--- src/sv/tss_pkg.sv ---
// Shared types and fixed constants of the stereo transient shaper.
`timescale 1ns / 1ps

package tss_pkg;

  // Control sequencer states.
  typedef enum logic [1:0] {
    FSM_IDLE,
    FSM_RUN,
    FSM_DONE
  } fsm_t;

  // Sequencer steps, one per cycle per channel; all but SP_T_WB and SP_OUT_WB use the MAC unit.
  typedef enum logic [3:0] {
    SP_FAST_MUL,
    SP_FAST_MAC,
    SP_SLOW_MUL,
    SP_SLOW_MAC,
    SP_ATT_SENSE,
    SP_ATT_GAIN,
    SP_SUS_SENSE,
    SP_SUS_GAIN,
    SP_DRY_GAIN,
    SP_T_WB,
    SP_WET_MUL,
    SP_DRY_MIX,
    SP_WET_MIX,
    SP_OUT_WB
  } step_t;

  // Configuration port geometry and register indexes.
  localparam int CFG_IDX_W  = 8;
  localparam int CFG_DATA_W = 14;
  localparam logic [CFG_IDX_W-1:0] REG_ATTACK  = 8'd0;
  localparam logic [CFG_IDX_W-1:0] REG_SUSTAIN = 8'd1;
  localparam logic [CFG_IDX_W-1:0] REG_SENSE   = 8'd2;
  localparam logic [CFG_IDX_W-1:0] REG_MIX     = 8'd3;

  // Register field widths and Q12 limits.
  localparam int AMT_W   = 14;
  localparam int CTL_W   = 13;
  localparam int SENSE_W = 15;
  localparam logic signed [AMT_W-1:0] AMT_MAX = 14'sd4096;
  localparam logic signed [AMT_W-1:0] AMT_MIN = -14'sd4096;
  localparam logic [CTL_W-1:0]        Q12_ONE = 13'd4096;
  localparam logic [SENSE_W-1:0]      SENSE_OFS = 15'd2048;
  localparam logic [CTL_W-1:0]        SENSE_RST = 13'd2048;

  // Gains are Q24 and held in a 28-bit signed word.
  localparam int GAIN_BITS = 24;
  localparam int GAIN_W    = 28;
  localparam int GAIN_ONE   = 16777216;
  localparam int GAIN_FLOOR = 1677722;

  // Mix fraction bits and width of the rounding shift amount.
  localparam int MIX_FRAC = 12;
  localparam int RND_SH_W = 6;

endpackage

--- src/sv/transient_shaper_stereo_top.sv ---
// Stereo transient shaper built around one shared multiply-accumulate unit.
// Each stereo pair runs through 14 sequencer steps per channel, 12 of them on the multiplier,
// channels in turn; the DONE state then loads the output register once it is free, and IDLE
// takes the next pair. No new pair is taken before the last one reaches the output register.
// A finished result waits in the output register while the next pair is taken.
// Reset (synchronous, rst_n low) clears envelopes, control and registers to defaults.
`timescale 1ns / 1ps

module transient_shaper_stereo_top
  import tss_pkg::*;
#(
  parameter int SAMPLE_BITS = 24,
  parameter int COEF_BITS   = 16
) (
  input  logic                                         clk,
  input  logic                                         rst_n,
  // in_tdata fields from bit 0: left_sample, right_sample
  input  logic                                         in_tvalid,
  output logic                                         in_tready,
  input  logic [((2*SAMPLE_BITS+7)/8)*8-1:0]           in_tdata,
  // out_tdata fields from bit 0: left_out, right_out
  output logic                                         out_tvalid,
  input  logic                                         out_tready,
  output logic [((2*(SAMPLE_BITS+2)+7)/8)*8-1:0]       out_tdata,
  input  logic                                         cfg_wr_en,
  input  logic [CFG_IDX_W-1:0]                         cfg_index,
  input  logic [CFG_DATA_W-1:0]                        cfg_data
);

  localparam int WET_W       = SAMPLE_BITS + 2;
  localparam int OUT_TDATA_W = ((2*WET_W+7)/8)*8;
  localparam int OPA_W       = SAMPLE_BITS + 4;
  localparam int PROD_W      = OPA_W + GAIN_W;
  localparam int ACC_W       = PROD_W + 1;

  // Smoothing coefficients in Q0.COEF_BITS, rounded to nearest, and complements.
  localparam logic [COEF_BITS-1:0] C85  =
    COEF_BITS'(((64'd85 << COEF_BITS) + 64'd50) / 64'd100);
  localparam logic [COEF_BITS-1:0] C95  =
    COEF_BITS'(((64'd95 << COEF_BITS) + 64'd50) / 64'd100);
  localparam logic [COEF_BITS-1:0] C995 =
    COEF_BITS'(((64'd995 << COEF_BITS) + 64'd500) / 64'd1000);
  localparam logic [COEF_BITS-1:0] C85C  = COEF_BITS'((64'd1 << COEF_BITS) - 64'(C85));
  localparam logic [COEF_BITS-1:0] C95C  = COEF_BITS'((64'd1 << COEF_BITS) - 64'(C95));
  localparam logic [COEF_BITS-1:0] C995C = COEF_BITS'((64'd1 << COEF_BITS) - 64'(C995));

  localparam logic [SAMPLE_BITS-1:0]    ENV_MAX     = SAMPLE_BITS'(1) << (SAMPLE_BITS - 1);
  localparam logic signed [ACC_W-1:0]   WET_LIM     = ACC_W'(1) << SAMPLE_BITS;
  localparam logic signed [ACC_W-1:0]   GAIN_ONE_W  = ACC_W'(GAIN_ONE);
  localparam logic signed [ACC_W-1:0]   FLOOR_W     = ACC_W'(GAIN_FLOOR);
  localparam logic signed [GAIN_W-1:0]  FLOOR_G     = GAIN_W'(GAIN_FLOOR);

  // Sequencer registers.
  fsm_t  state_r, state_nxt;
  step_t step_r, step_nxt;
  logic  ch_r, ch_nxt;
  logic  out_free;
  logic  load_out;

  // Configuration registers, stored as written.
  logic [AMT_W-1:0] reg_att_r;
  logic [AMT_W-1:0] reg_sus_r;
  logic [CTL_W-1:0] reg_sens_r;
  logic [CTL_W-1:0] reg_mix_r;

  // Sample and envelope state.
  logic signed [SAMPLE_BITS-1:0] left_r, right_r;
  logic [SAMPLE_BITS-1:0]        abs_l_r, abs_r_r;
  logic [SAMPLE_BITS-1:0]        fast_l_r, slow_l_r, fast_r_r, slow_r_r;
  logic                          fast_up_r, slow_up_r;
  logic [SAMPLE_BITS-1:0]        diff_r;

  // Datapath registers.
  logic signed [ACC_W-1:0]  acc_r;
  logic signed [GAIN_W-1:0] ga_r, gs_r;
  logic signed [OPA_W-1:0]  t_r;
  logic signed [WET_W-1:0]  wet_r;
  logic signed [WET_W-1:0]  res_l_r, res_r_r;
  logic signed [WET_W-1:0]  out_left_r, out_right_r;
  logic                     out_tvalid_r;

  // Combinational datapath signals.
  logic signed [SAMPLE_BITS-1:0] in_left, in_right, s_cur;
  logic [SAMPLE_BITS-1:0]        in_abs_l, in_abs_r, a_cur, fast_cur, slow_cur, env_rnd;
  logic signed [AMT_W-1:0]       att_c, sus_c, reg_att_s, reg_sus_s;
  logic [CTL_W-1:0]              sens_c, mix_c, dry_w;
  logic [SENSE_W-1:0]            sense;
  logic signed [OPA_W-1:0]       op_a;
  logic signed [GAIN_W-1:0]      op_b;
  logic                          mac, hold;
  logic signed [PROD_W-1:0]      prod;
  logic signed [ACC_W-1:0]       acc_nxt;
  logic [RND_SH_W-1:0]           rnd_sh;
  logic signed [ACC_W-1:0]       rnd_half, rnd_sum, rnd_val;
  logic                          gain_neg;
  logic signed [ACC_W-1:0]       gain_sum;
  logic signed [GAIN_W-1:0]      gain_val;
  logic signed [WET_W-1:0]       wet_val;
  logic                          run;

  // Input unpacking and absolute values taken at the transfer.
  assign in_left  = in_tdata[SAMPLE_BITS-1:0];
  assign in_right = in_tdata[2*SAMPLE_BITS-1:SAMPLE_BITS];
  assign in_abs_l = in_left[SAMPLE_BITS-1]  ? SAMPLE_BITS'(-in_left)  : SAMPLE_BITS'(in_left);
  assign in_abs_r = in_right[SAMPLE_BITS-1] ? SAMPLE_BITS'(-in_right) : SAMPLE_BITS'(in_right);

  // Current channel selection.
  assign s_cur    = ch_r ? right_r  : left_r;
  assign a_cur    = ch_r ? abs_r_r  : abs_l_r;
  assign fast_cur = ch_r ? fast_r_r : fast_l_r;
  assign slow_cur = ch_r ? slow_r_r : slow_l_r;

  // Registers saturate to their legal range when used.
  assign reg_att_s = reg_att_r;
  assign reg_sus_s = reg_sus_r;
  assign att_c  = (reg_att_s > AMT_MAX) ? AMT_MAX : ((reg_att_s < AMT_MIN) ? AMT_MIN : reg_att_s);
  assign sus_c  = (reg_sus_s > AMT_MAX) ? AMT_MAX : ((reg_sus_s < AMT_MIN) ? AMT_MIN : reg_sus_s);
  assign sens_c = (reg_sens_r > Q12_ONE) ? Q12_ONE : reg_sens_r;
  assign mix_c  = (reg_mix_r > Q12_ONE) ? Q12_ONE : reg_mix_r;
  assign dry_w  = Q12_ONE - mix_c;
  assign sense  = SENSE_W'({sens_c, 2'b00}) + SENSE_OFS;

  // Configuration writes.
  always_ff @(posedge clk) begin
    if (!rst_n) begin
      reg_att_r  <= '0;
      reg_sus_r  <= '0;
      reg_sens_r <= SENSE_RST;
      reg_mix_r  <= Q12_ONE;
    end else if (cfg_wr_en) begin
      unique case (cfg_index)
        REG_ATTACK:  reg_att_r  <= cfg_data[AMT_W-1:0];
        REG_SUSTAIN: reg_sus_r  <= cfg_data[AMT_W-1:0];
        REG_SENSE:   reg_sens_r <= cfg_data[CTL_W-1:0];
        REG_MIX:     reg_mix_r  <= cfg_data[CTL_W-1:0];
        default: ;
      endcase
    end
  end

  // Next state of the sequencer.
  always_comb begin
    state_nxt = state_r;
    unique case (state_r)
      FSM_IDLE: if (in_tvalid) state_nxt = FSM_RUN;
      FSM_RUN:  if (step_r == SP_OUT_WB && ch_r) state_nxt = FSM_DONE;
      FSM_DONE: if (out_free) state_nxt = FSM_IDLE;
      default:  state_nxt = FSM_IDLE;
    endcase
  end

  // Sequencer outputs.
  assign out_free = !out_tvalid_r || out_tready;
  always_comb begin
    in_tready = 1'b0;
    load_out  = 1'b0;
    run       = 1'b0;
    unique case (state_r)
      FSM_IDLE: in_tready = 1'b1;
      FSM_RUN:  run = 1'b1;
      FSM_DONE: load_out = out_free;
      default: ;
    endcase
  end

  // Step and channel counters.
  always_comb begin
    step_nxt = step_r;
    ch_nxt   = ch_r;
    if (in_tvalid && in_tready) begin
      step_nxt = SP_FAST_MUL;
      ch_nxt   = 1'b0;
    end else if (run) begin
      if (step_r == SP_OUT_WB) begin
        step_nxt = SP_FAST_MUL;
        ch_nxt   = 1'b1;
      end else begin
        step_nxt = step_t'(step_r + 4'd1);
      end
    end
  end

  always_ff @(posedge clk) begin
    if (!rst_n) begin
      state_r <= FSM_IDLE;
      step_r  <= SP_FAST_MUL;
      ch_r    <= 1'b0;
    end else begin
      state_r <= state_nxt;
      step_r  <= step_nxt;
      ch_r    <= ch_nxt;
    end
  end

  // Operand selection for the shared multiplier.
  always_comb begin
    op_a = '0;
    op_b = '0;
    mac  = 1'b0;
    hold = 1'b0;
    unique case (step_r)
      SP_FAST_MUL: begin
        op_a = OPA_W'(fast_cur);
        op_b = GAIN_W'(C85);
      end
      SP_FAST_MAC: begin
        op_a = OPA_W'(a_cur);
        op_b = GAIN_W'(C85C);
        mac  = 1'b1;
      end
      SP_SLOW_MUL: begin
        op_a = OPA_W'(slow_cur);
        op_b = slow_up_r ? GAIN_W'(C95) : GAIN_W'(C995);
      end
      SP_SLOW_MAC: begin
        op_a = OPA_W'(a_cur);
        op_b = slow_up_r ? GAIN_W'(C95C) : GAIN_W'(C995C);
        mac  = 1'b1;
      end
      SP_ATT_SENSE: begin
        op_a = OPA_W'(sense);
        op_b = GAIN_W'(att_c);
      end
      SP_ATT_GAIN: begin
        op_a = OPA_W'(diff_r);
        op_b = acc_r[GAIN_W-1:0];
      end
      SP_SUS_SENSE: begin
        op_a = OPA_W'(sense);
        op_b = GAIN_W'(sus_c);
      end
      SP_SUS_GAIN: begin
        op_a = OPA_W'(slow_cur);
        op_b = acc_r[GAIN_W-1:0];
      end
      SP_DRY_GAIN: begin
        op_a = OPA_W'(s_cur);
        op_b = ga_r;
      end
      SP_WET_MUL: begin
        op_a = t_r;
        op_b = gs_r;
      end
      SP_DRY_MIX: begin
        op_a = OPA_W'(s_cur);
        op_b = GAIN_W'(dry_w);
      end
      SP_WET_MIX: begin
        op_a = OPA_W'(wet_r);
        op_b = GAIN_W'(mix_c);
        mac  = 1'b1;
      end
      default: hold = 1'b1;
    endcase
  end

  // Shared multiply-accumulate.
  assign prod    = op_a * op_b;
  assign acc_nxt = hold ? acc_r : ((mac ? acc_r : ACC_W'(0)) + ACC_W'(prod));

  // Round half up of the previous pass, shift chosen by the step.
  always_comb begin
    unique case (step_r) inside
      SP_SLOW_MUL, SP_ATT_SENSE:  rnd_sh = RND_SH_W'(COEF_BITS);
      SP_SUS_SENSE, SP_DRY_GAIN:  rnd_sh = RND_SH_W'(SAMPLE_BITS - 1);
      SP_T_WB, SP_DRY_MIX:        rnd_sh = RND_SH_W'(GAIN_BITS);
      SP_OUT_WB:                  rnd_sh = RND_SH_W'(MIX_FRAC);
      default:                    rnd_sh = RND_SH_W'(COEF_BITS);
    endcase
  end
  assign rnd_half = ACC_W'(1) << (rnd_sh - RND_SH_W'(1));
  assign rnd_sum  = acc_r + rnd_half;
  assign rnd_val  = rnd_sum >>> rnd_sh;
  assign env_rnd  = rnd_val[SAMPLE_BITS-1:0];

  // Gain from the rounded term, with the floor for a cut.
  assign gain_neg = (step_r == SP_SUS_SENSE) ? att_c[AMT_W-1] : sus_c[AMT_W-1];
  assign gain_sum = GAIN_ONE_W + rnd_val;
  assign gain_val = (gain_neg && gain_sum < FLOOR_W) ? FLOOR_G : gain_sum[GAIN_W-1:0];

  // Wet sample saturated to plus or minus 2.0.
  assign wet_val = (rnd_val > WET_LIM) ? WET_LIM[WET_W-1:0] :
                   ((rnd_val < -WET_LIM) ? WET_W'(-WET_LIM) : rnd_val[WET_W-1:0]);

  // Input capture and per-step write-back into the datapath registers.
  always_ff @(posedge clk) begin
    if (in_tvalid && in_tready) begin
      left_r  <= in_left;
      right_r <= in_right;
      abs_l_r <= in_abs_l;
      abs_r_r <= in_abs_r;
    end
    if (run) begin
      acc_r <= acc_nxt;
      unique case (step_r)
        SP_FAST_MUL: begin
          fast_up_r <= a_cur > fast_cur;
          slow_up_r <= a_cur > slow_cur;
        end
        SP_ATT_SENSE: diff_r <= (fast_cur > env_rnd) ? (fast_cur - env_rnd) : '0;
        SP_SUS_SENSE: ga_r <= gain_val;
        SP_DRY_GAIN:  gs_r <= gain_val;
        SP_T_WB:      t_r <= rnd_val[OPA_W-1:0];
        SP_DRY_MIX:   wet_r <= wet_val;
        SP_OUT_WB: begin
          if (ch_r) res_r_r <= rnd_val[WET_W-1:0];
          else      res_l_r <= rnd_val[WET_W-1:0];
        end
        default: ;
      endcase
    end
  end

  // Envelope state, reset to zero.
  always_ff @(posedge clk) begin
    if (!rst_n) begin
      fast_l_r <= '0;
      slow_l_r <= '0;
      fast_r_r <= '0;
      slow_r_r <= '0;
    end else if (run && step_r == SP_SLOW_MUL) begin
      if (ch_r) fast_r_r <= fast_up_r ? a_cur : env_rnd;
      else      fast_l_r <= fast_up_r ? a_cur : env_rnd;
    end else if (run && step_r == SP_ATT_SENSE) begin
      if (ch_r) slow_r_r <= env_rnd;
      else      slow_l_r <= env_rnd;
    end
  end

  // Output register; it holds a result until its transfer.
  always_ff @(posedge clk) begin
    if (!rst_n) begin
      out_tvalid_r <= 1'b0;
    end else if (load_out) begin
      out_tvalid_r <= 1'b1;
    end else if (out_tready) begin
      out_tvalid_r <= 1'b0;
    end
  end

  always_ff @(posedge clk) begin
    if (load_out) begin
      out_left_r  <= res_l_r;
      out_right_r <= res_r_r;
    end
  end

  assign out_tvalid = out_tvalid_r;
  assign out_tdata  = OUT_TDATA_W'({out_right_r, out_left_r});

  // A transfer starts the left channel at the first pass.
  a_accept_start: assert property (@(posedge clk) disable iff (!rst_n)
    (in_tvalid && in_tready) |=> (state_r == FSM_RUN && step_r == SP_FAST_MUL && !ch_r))
    else $error("sequence did not start at the first pass after a transfer");

  // Envelopes never exceed full scale.
  a_env_range: assert property (@(posedge clk) disable iff (!rst_n)
    (fast_l_r <= ENV_MAX && slow_l_r <= ENV_MAX && fast_r_r <= ENV_MAX && slow_r_r <= ENV_MAX))
    else $error("envelope above full scale");

  // Both gains are at or above the floor once they are used.
  a_gain_floor: assert property (@(posedge clk) disable iff (!rst_n)
    (state_r == FSM_RUN && step_r == SP_WET_MUL) |-> (ga_r >= FLOOR_G && gs_r >= FLOOR_G))
    else $error("gain below floor");

  // The right channel's last pass hands over to the output stage.
  a_run_done: assert property (@(posedge clk) disable iff (!rst_n)
    (state_r == FSM_RUN && step_r == SP_OUT_WB && ch_r) |=> (state_r == FSM_DONE))
    else $error("sequence did not finish after the right channel");

endmodule
--- config.mk ---
export PLATFORM = sky130hd
export DESIGN_NAME = transient_shaper_stereo_top
export DESIGN_NICKNAME = d
export VERILOG_FILES = /design/src/sv/tss_pkg.sv /design/src/sv/transient_shaper_stereo_top.sv
export SDC_FILE = /design/constraint.sdc
export NUM_CORES = 2
export LEC_CHECK = 0
export BUFFER_PORTS_ARGS = -buffer_cell sky130_fd_sc_hd__buf_4
export CORE_MARGIN = 3
export CORE_UTILIZATION = 40
export DETAILED_ROUTE_END_ITERATION = 10
export PLACE_DENSITY = 0.63
export SYNTH_ARGS = -nofsm -noshare
export SYNTH_HDL_FRONTEND = slang
export SYNTH_SLANG_ARGS = --single-unit
--- constraint.sdc ---
create_clock -name clk -period 17.19 [get_ports clk]
set_input_delay 2.5785 -clock clk [delete_from_list [all_inputs] [get_ports clk]]
set_output_delay 2.5785 -clock clk [all_outputs]
set_load 0.01 [all_outputs]
### Yosys cells after proc, flatten, opt, wreduce, memory -nomap -nowiden

Cells that the tools add are included.

| cells by class | value |
|---|---|
| add/subtract/negate cells | 10 |
| multipliers | 1 |
| magnitude comparators | 12 |
| equal/unequal tests | 21 |
| shift operators | 2 |
| muxes and demuxes | 33 |
| bitwise gates (word level) | 3 |
| reduce and logical (&&, ||, !) cells | 41 |

Operator list:

| cell | count |
|---|---|
| case mux 28 bit (11 select lines) | 1 |
| case mux 28 bit (8 select lines) | 1 |
| two-way mux 24 bit | 5 |
| > comparator 24 bit | 3 |
| adder 26 x 57 -> 57 bit, first input constant | 1 |
| adder 57 x 56 -> 57 bit | 1 |
| adder 57 bit | 1 |
| > comparator 57 x 26 -> 1 bit, second input constant | 1 |
| less-than comparator 57 x 22 -> 1 bit, second input constant | 1 |
| less-than comparator 57 x 25 -> 1 bit, second input constant | 1 |
| two-way mux 57 bit | 1 |
| left shift 1 x 6 -> 57 bit, first input constant | 1 |
| >>> shifter 57 x 6 -> 57 bit | 1 |
| multiplier 28 x 28 -> 56 bit | 1 |
| two-way mux 14 bit | 4 |
| negator 24 bit | 2 |
| two-way mux 23 bit | 2 |
| > comparator 14 bit, second input constant | 2 |
| less-than comparator 14 x 13 -> 1 bit, second input constant | 2 |
| two-way mux 28 bit | 1 |
| AND reduction 2 bit | 14 |
| > comparator 13 bit, second input constant | 2 |
| two-way mux 13 bit | 2 |
| two-way mux 26 bit | 1 |
| other kinds (32) | 71 |

| storage, ports and cells | value |
|---|---|
| register bits | 551 |
| bits of input ports | 75 |
| logic and storage cells | 154 |

### Logic depth before layout (Yosys ltp)

| depth | value |
|---|---|
| word-level depth | 11 |
| mapped depth | 42 |
| mapped depth without buffers | 41 |

### Worst setup path before layout

OpenSTA, ideal clock, no wires.

| timing path | value |
|---|---|
| path type | register -> register |
| start | register ch_r |
| end | register acc_r[56] (data pin) |
| arrival | 9.850 ns |
| required time | 16.929 ns |
| slack | 7.079 ns |
| stages on the path, launching flop included | 37 |
| buffers on the path | 5 |
| period minus slack after synthesis | 10.111 ns |
| cell sequence | dfxtp_1 clkbuf_1 buf_1 clkbuf_1 clkbuf_1 mux2_2 nand2_1 and3_1 clkbuf_1 nor2_1 fa_1 fa_1 fa_1 inv_1 fa_1 inv_1 fa_1 fa_1 fa_1 inv_1 fa_1 inv_1 ha_1 a21o_1 a21o_1 a21oi_1 o21ai_0 o31a_1 o21ai_0 a31oi_1 o21a_1 a211o_1 a21oi_1 o21ai_0 or3_1 a31oi_1 xnor2_1 |

| between the ends | value |
|---|---|
| word-level cells in the longest chain between the ends | 4 |

Ends and longest elaborated chain:

| element | line | RTL |
|---|---|---|
| from (decl) | transient_shaper_stereo_top.sv:56 | `logic ch_r, ch_nxt;` |
| from (signal assigned) | transient_shaper_stereo_top.sv:191 | `ch_r <= ch_nxt;` |
| two-way mux 24 bit, on equally long branches | - |  |
| case mux 28 bit (8 select lines) (*) | transient_shaper_stereo_top.sv:201 | `unique case (step_r)` |
| multiplier 28 x 28 -> 56 bit (*) | transient_shaper_stereo_top.sv:258 | `assign prod = op_a * op_b;` |
| adder 57 x 56 -> 57 bit (*) | transient_shaper_stereo_top.sv:259 | `assign acc_nxt = hold ? acc_r : ((mac ? acc_r : ACC_W'(0)) + ACC_W'(prod));` |
| to (signal assigned) | transient_shaper_stereo_top.sv:294 | `acc_r <= acc_nxt;` |
| to (decl) | transient_shaper_stereo_top.sv:74 | `logic signed [ACC_W-1:0] acc_r;` |

Every way passes the cells marked *; elsewhere a longest branch is shown, timed or not.
A chain may end at the register's enable or synchronous reset.

### Final worst setup path

| timing path | value |
|---|---|
| start | register step_r[2] |
| end | register acc_r[56] (data pin) |

| between the ends | value |
|---|---|
| word-level cells in the longest chain between the ends | 5 |

Ends and longest elaborated chain:

| element | line | RTL |
|---|---|---|
| from (decl) | transient_shaper_stereo_top.sv:55 | `step_t step_r, step_nxt;` |
| from (signal assigned) | transient_shaper_stereo_top.sv:190 | `step_r <= step_nxt;` |
| equality test 4 x 3 -> 1 bit, or another cell as far along | transient_shaper_stereo_top.sv:201 |  |
| OR reduction 2 bit (no line) or OR reduction 3 bit (tied branches) | - |  |
| case mux 28 bit (11 select lines), or another cell as far along | transient_shaper_stereo_top.sv:201 |  |
| multiplier 28 x 28 -> 56 bit or two-way mux 57 bit (tied branches) | transient_shaper_stereo_top.sv:258, transient_shaper_stereo_top.sv:259 |  |
| adder 57 x 56 -> 57 bit (*) | transient_shaper_stereo_top.sv:259 |  |

Marks and branches as above.

==> metrics.yaml <==
timing:
  finalHoldViolations: 0
  fin_crit_ns: 12.36
  slew_headroom_pct: 21.0
  max_slew.worst_pin.slew_ns: 1.18
  fin_setup_tns_ns: 0
  rsz0062_at_grt: "false"
  clock-skew-final_ns: 0.0652
  clock.fmax_mhz: 80.9
  fin_crit_sh_pct: 71.9
  drv_slew: 0
  holdWs_ns: 0.405
  setup_viol_count_final: 0
logic_synthesis:
  synth_ff_type: "edfxtp_1"
  syn-instance-count: 6377
  ys_warn_count: 0
  yosys-top-cells-area: "fa_1, edfxtp_1, inv_1, ha_1, dfxtp_1"
  synth.avg_cell_area_sq_um: 9.59
  synth_cell_types: 124
  synth_edf_count: 391
  ys_ff_latch: 549
  async_flop_share_pct: 0
  yosys.area.top_type: "fa_1"
  ys_seq_area_share_pct: 24.4
  synth_top_area_share_pct: 29.5
  syn_area_sq_um: 61200
setup_path:
  cpPeakStageDelay_ns: 1.02
  slowest_stage: "dfxtp_1"
  crit_required_ns: 17.56
  critPathKind: "reg2reg"
  cp_top_family: "adder cells"
  end_kind: "register"
  start_kind: "register"
  crit_arrival_ns: 12.74
  worst_path_most_repeated_cell: "fa_1"
  worstPathBufferInverterCount: 5
  worstPathMaxFanout: 28
clock_network:
  post_cts_resized: 0
  ctsHoldBuffers: 0
  root_buffer: "clkbuf_16"
  cts_num_sinks: 549
  cts_setup_buffers: 0
  cts_buffer_depth: 3
  cts_buffers: 57
  cts.clk_slew.worst_paths_ns: 0.07
  h-tree-depth: 2
  clk-insertion-delay-late_ns: 0.67
  tritoncts: "yes"
detailed_routing:
  first_pass_iters: 8
  dr.first_iter.drc_count: 5126
  drc: 0
  avgViaCountPerCell: 5.65
  vias: 47900
  wl_per_cell_um: 23.9
  wirelength_mm: 203
  final_antenna_net_count: 0
floorplan:
  rows: 142
  die_x_um: 397
  io_pins: 133
  start_util_pct: 40.6
  die_y_um: 397
  coreArea_sq_um: 151000
  dieArea_sq_um: 158000
finish:
  mostFrequentLayoutCells: "inv_1, fa_1, nand2_1"
  layout-drive-gt1-share_pct: 8.47
  nNetsFinal: 7698
  final_common_cell: "inv_1"
  multi_input_area_sq_um: 41500
  n_fill_cell: 14400
  seq_area_sq_um: 14900
  area.growth.synth_to_final_pct: 9.27
  diodes: 0
run_status:
  status: "finished clean"
grt:
  grt_max_degree: 81
  antenna_found_initial: 5
  grt_pass1_wl_mm: 307
  grt_pass1_vias: 48400
  grt.overflow.total: 0
  grt.total_usage_pct: 25.7
pwr:
  ir_worst_vdd_v: 0.0000930
  leakagePower_nw: 28.5
  power.density_nw_per_um2: 64.4
  power.total_mw: 4.31
place:
  dpl.hpwl_mm: 158
  port_buffers: 128
  gp_congestion: 0.964
worst_hold_path:
  hold_class: "reg2reg"
flow_run:
  max-cap-violations: 0
-- synth_stat cells, types with 32 or more instances --
| master | count |
|---|---|
| a21boi_0 | 52 |
| a21o_1 | 77 |
| a21oi_1 | 158 |
| a22oi_1 | 44 |
| and2_1 | 64 |
| clkbuf_1 | 234 |
| dfxtp_1 | 158 |
| edfxtp_1 | 391 |
| fa_1 | 900 |
| ha_1 | 302 |
| inv_1 | 1074 |
| mux2_2 | 42 |
| mux2i_1 | 131 |
| nand2_1 | 795 |
| nand2b_1 | 60 |
| nand3_1 | 73 |
| nand4_1 | 52 |
| nor2_1 | 547 |
| nor2b_1 | 138 |
| nor3_1 | 45 |
| o211a_1 | 45 |
| o211ai_1 | 32 |
| o21ai_0 | 173 |
| or3_1 | 36 |
| xnor2_1 | 122 |
| xor2_1 | 37 |
-- cell type report --
cell class	instances	area share, %
multi-input cells	4484	62.0
inverters	1076	6.04
clock buffers	75	2.44
well taps	2016	3.77
flip-flops and latches	549	22.3
repair buffers	253	2.84
clock inverters	33	0.560
-- power by group --
part	switching, mW	internal [mW]	total (mW)
clock	0.576	0.751	1.33
combinational	0.927	0.478	1.40
sequential	0.0685	1.51	1.57
-- worst register-to-register path, delay by kind of cell (launching register included) --
kind	cells	cell delay, ns
fa+ha+maj	9	4.16
compound gates	11	3.11
simple gates	8	2.87
flops	1	1.02
buf+inv	5	0.82
xor+xnor	1	0.08
-- sequential cells by signal, summed over array words and instances (netlist names), 26 cells and up --
signal / flops
acc_r: 57
out_right_r: 26
res_l_r: 26
t_r: 28
ga_r: 28
res_r_r: 26
gs_r: 28
out_left_r: 26
wet_r: 26
-- layer usage --
metal | up-vias | global-route usage [%] | share of wire [%]
met4 | 0 | 7.77 | 3.6
met1 | 24400 | 36.2 | 42
met2 | 2291 | 40.0 | 45
li1 | 20900 | - | -
met5 | - | 0 | 0
met3 | 378 | 4.98 | 9.4
-- final timing paths --
path / startpoint / to / slack [ns] / depth (start not counted)
worst min register to register: res_l_r[25] / out_left_r[25] / 0.41 / 0
worst max-delay path: step_r[2] / acc_r[56] / 4.83 / 34
worst min-delay path: res_l_r[25] / out_left_r[25] / 0.41 / 0
worst max register to register: step_r[2] / acc_r[56] / 4.83 / 34
-- cells by family after synthesis --
family | synth area share, %
xor gates and xnor gates | 2.28
DFF | 24.4
AOI/OAI and AO/OA | 11.1
muxes | 2.95
buffers and inverters | 8.58
adders and majority gates | 35.6
and+or+nand+nor | 15.1
other | 0.0123
-- stage by stage --
stage               instances  util (%)  setup slack [ns]  area [sq um]
floorplan                6404         -              7.08         61300
global placement         8377      43.0              5.16         64800
detailed placement       8378      43.0              5.08         64800
CTS                      8486      44.3              4.98         66800
global route             8486      44.3              4.13         66800
finish                   8486      44.3              4.83         66800
(Power assumes the default switching activity.)
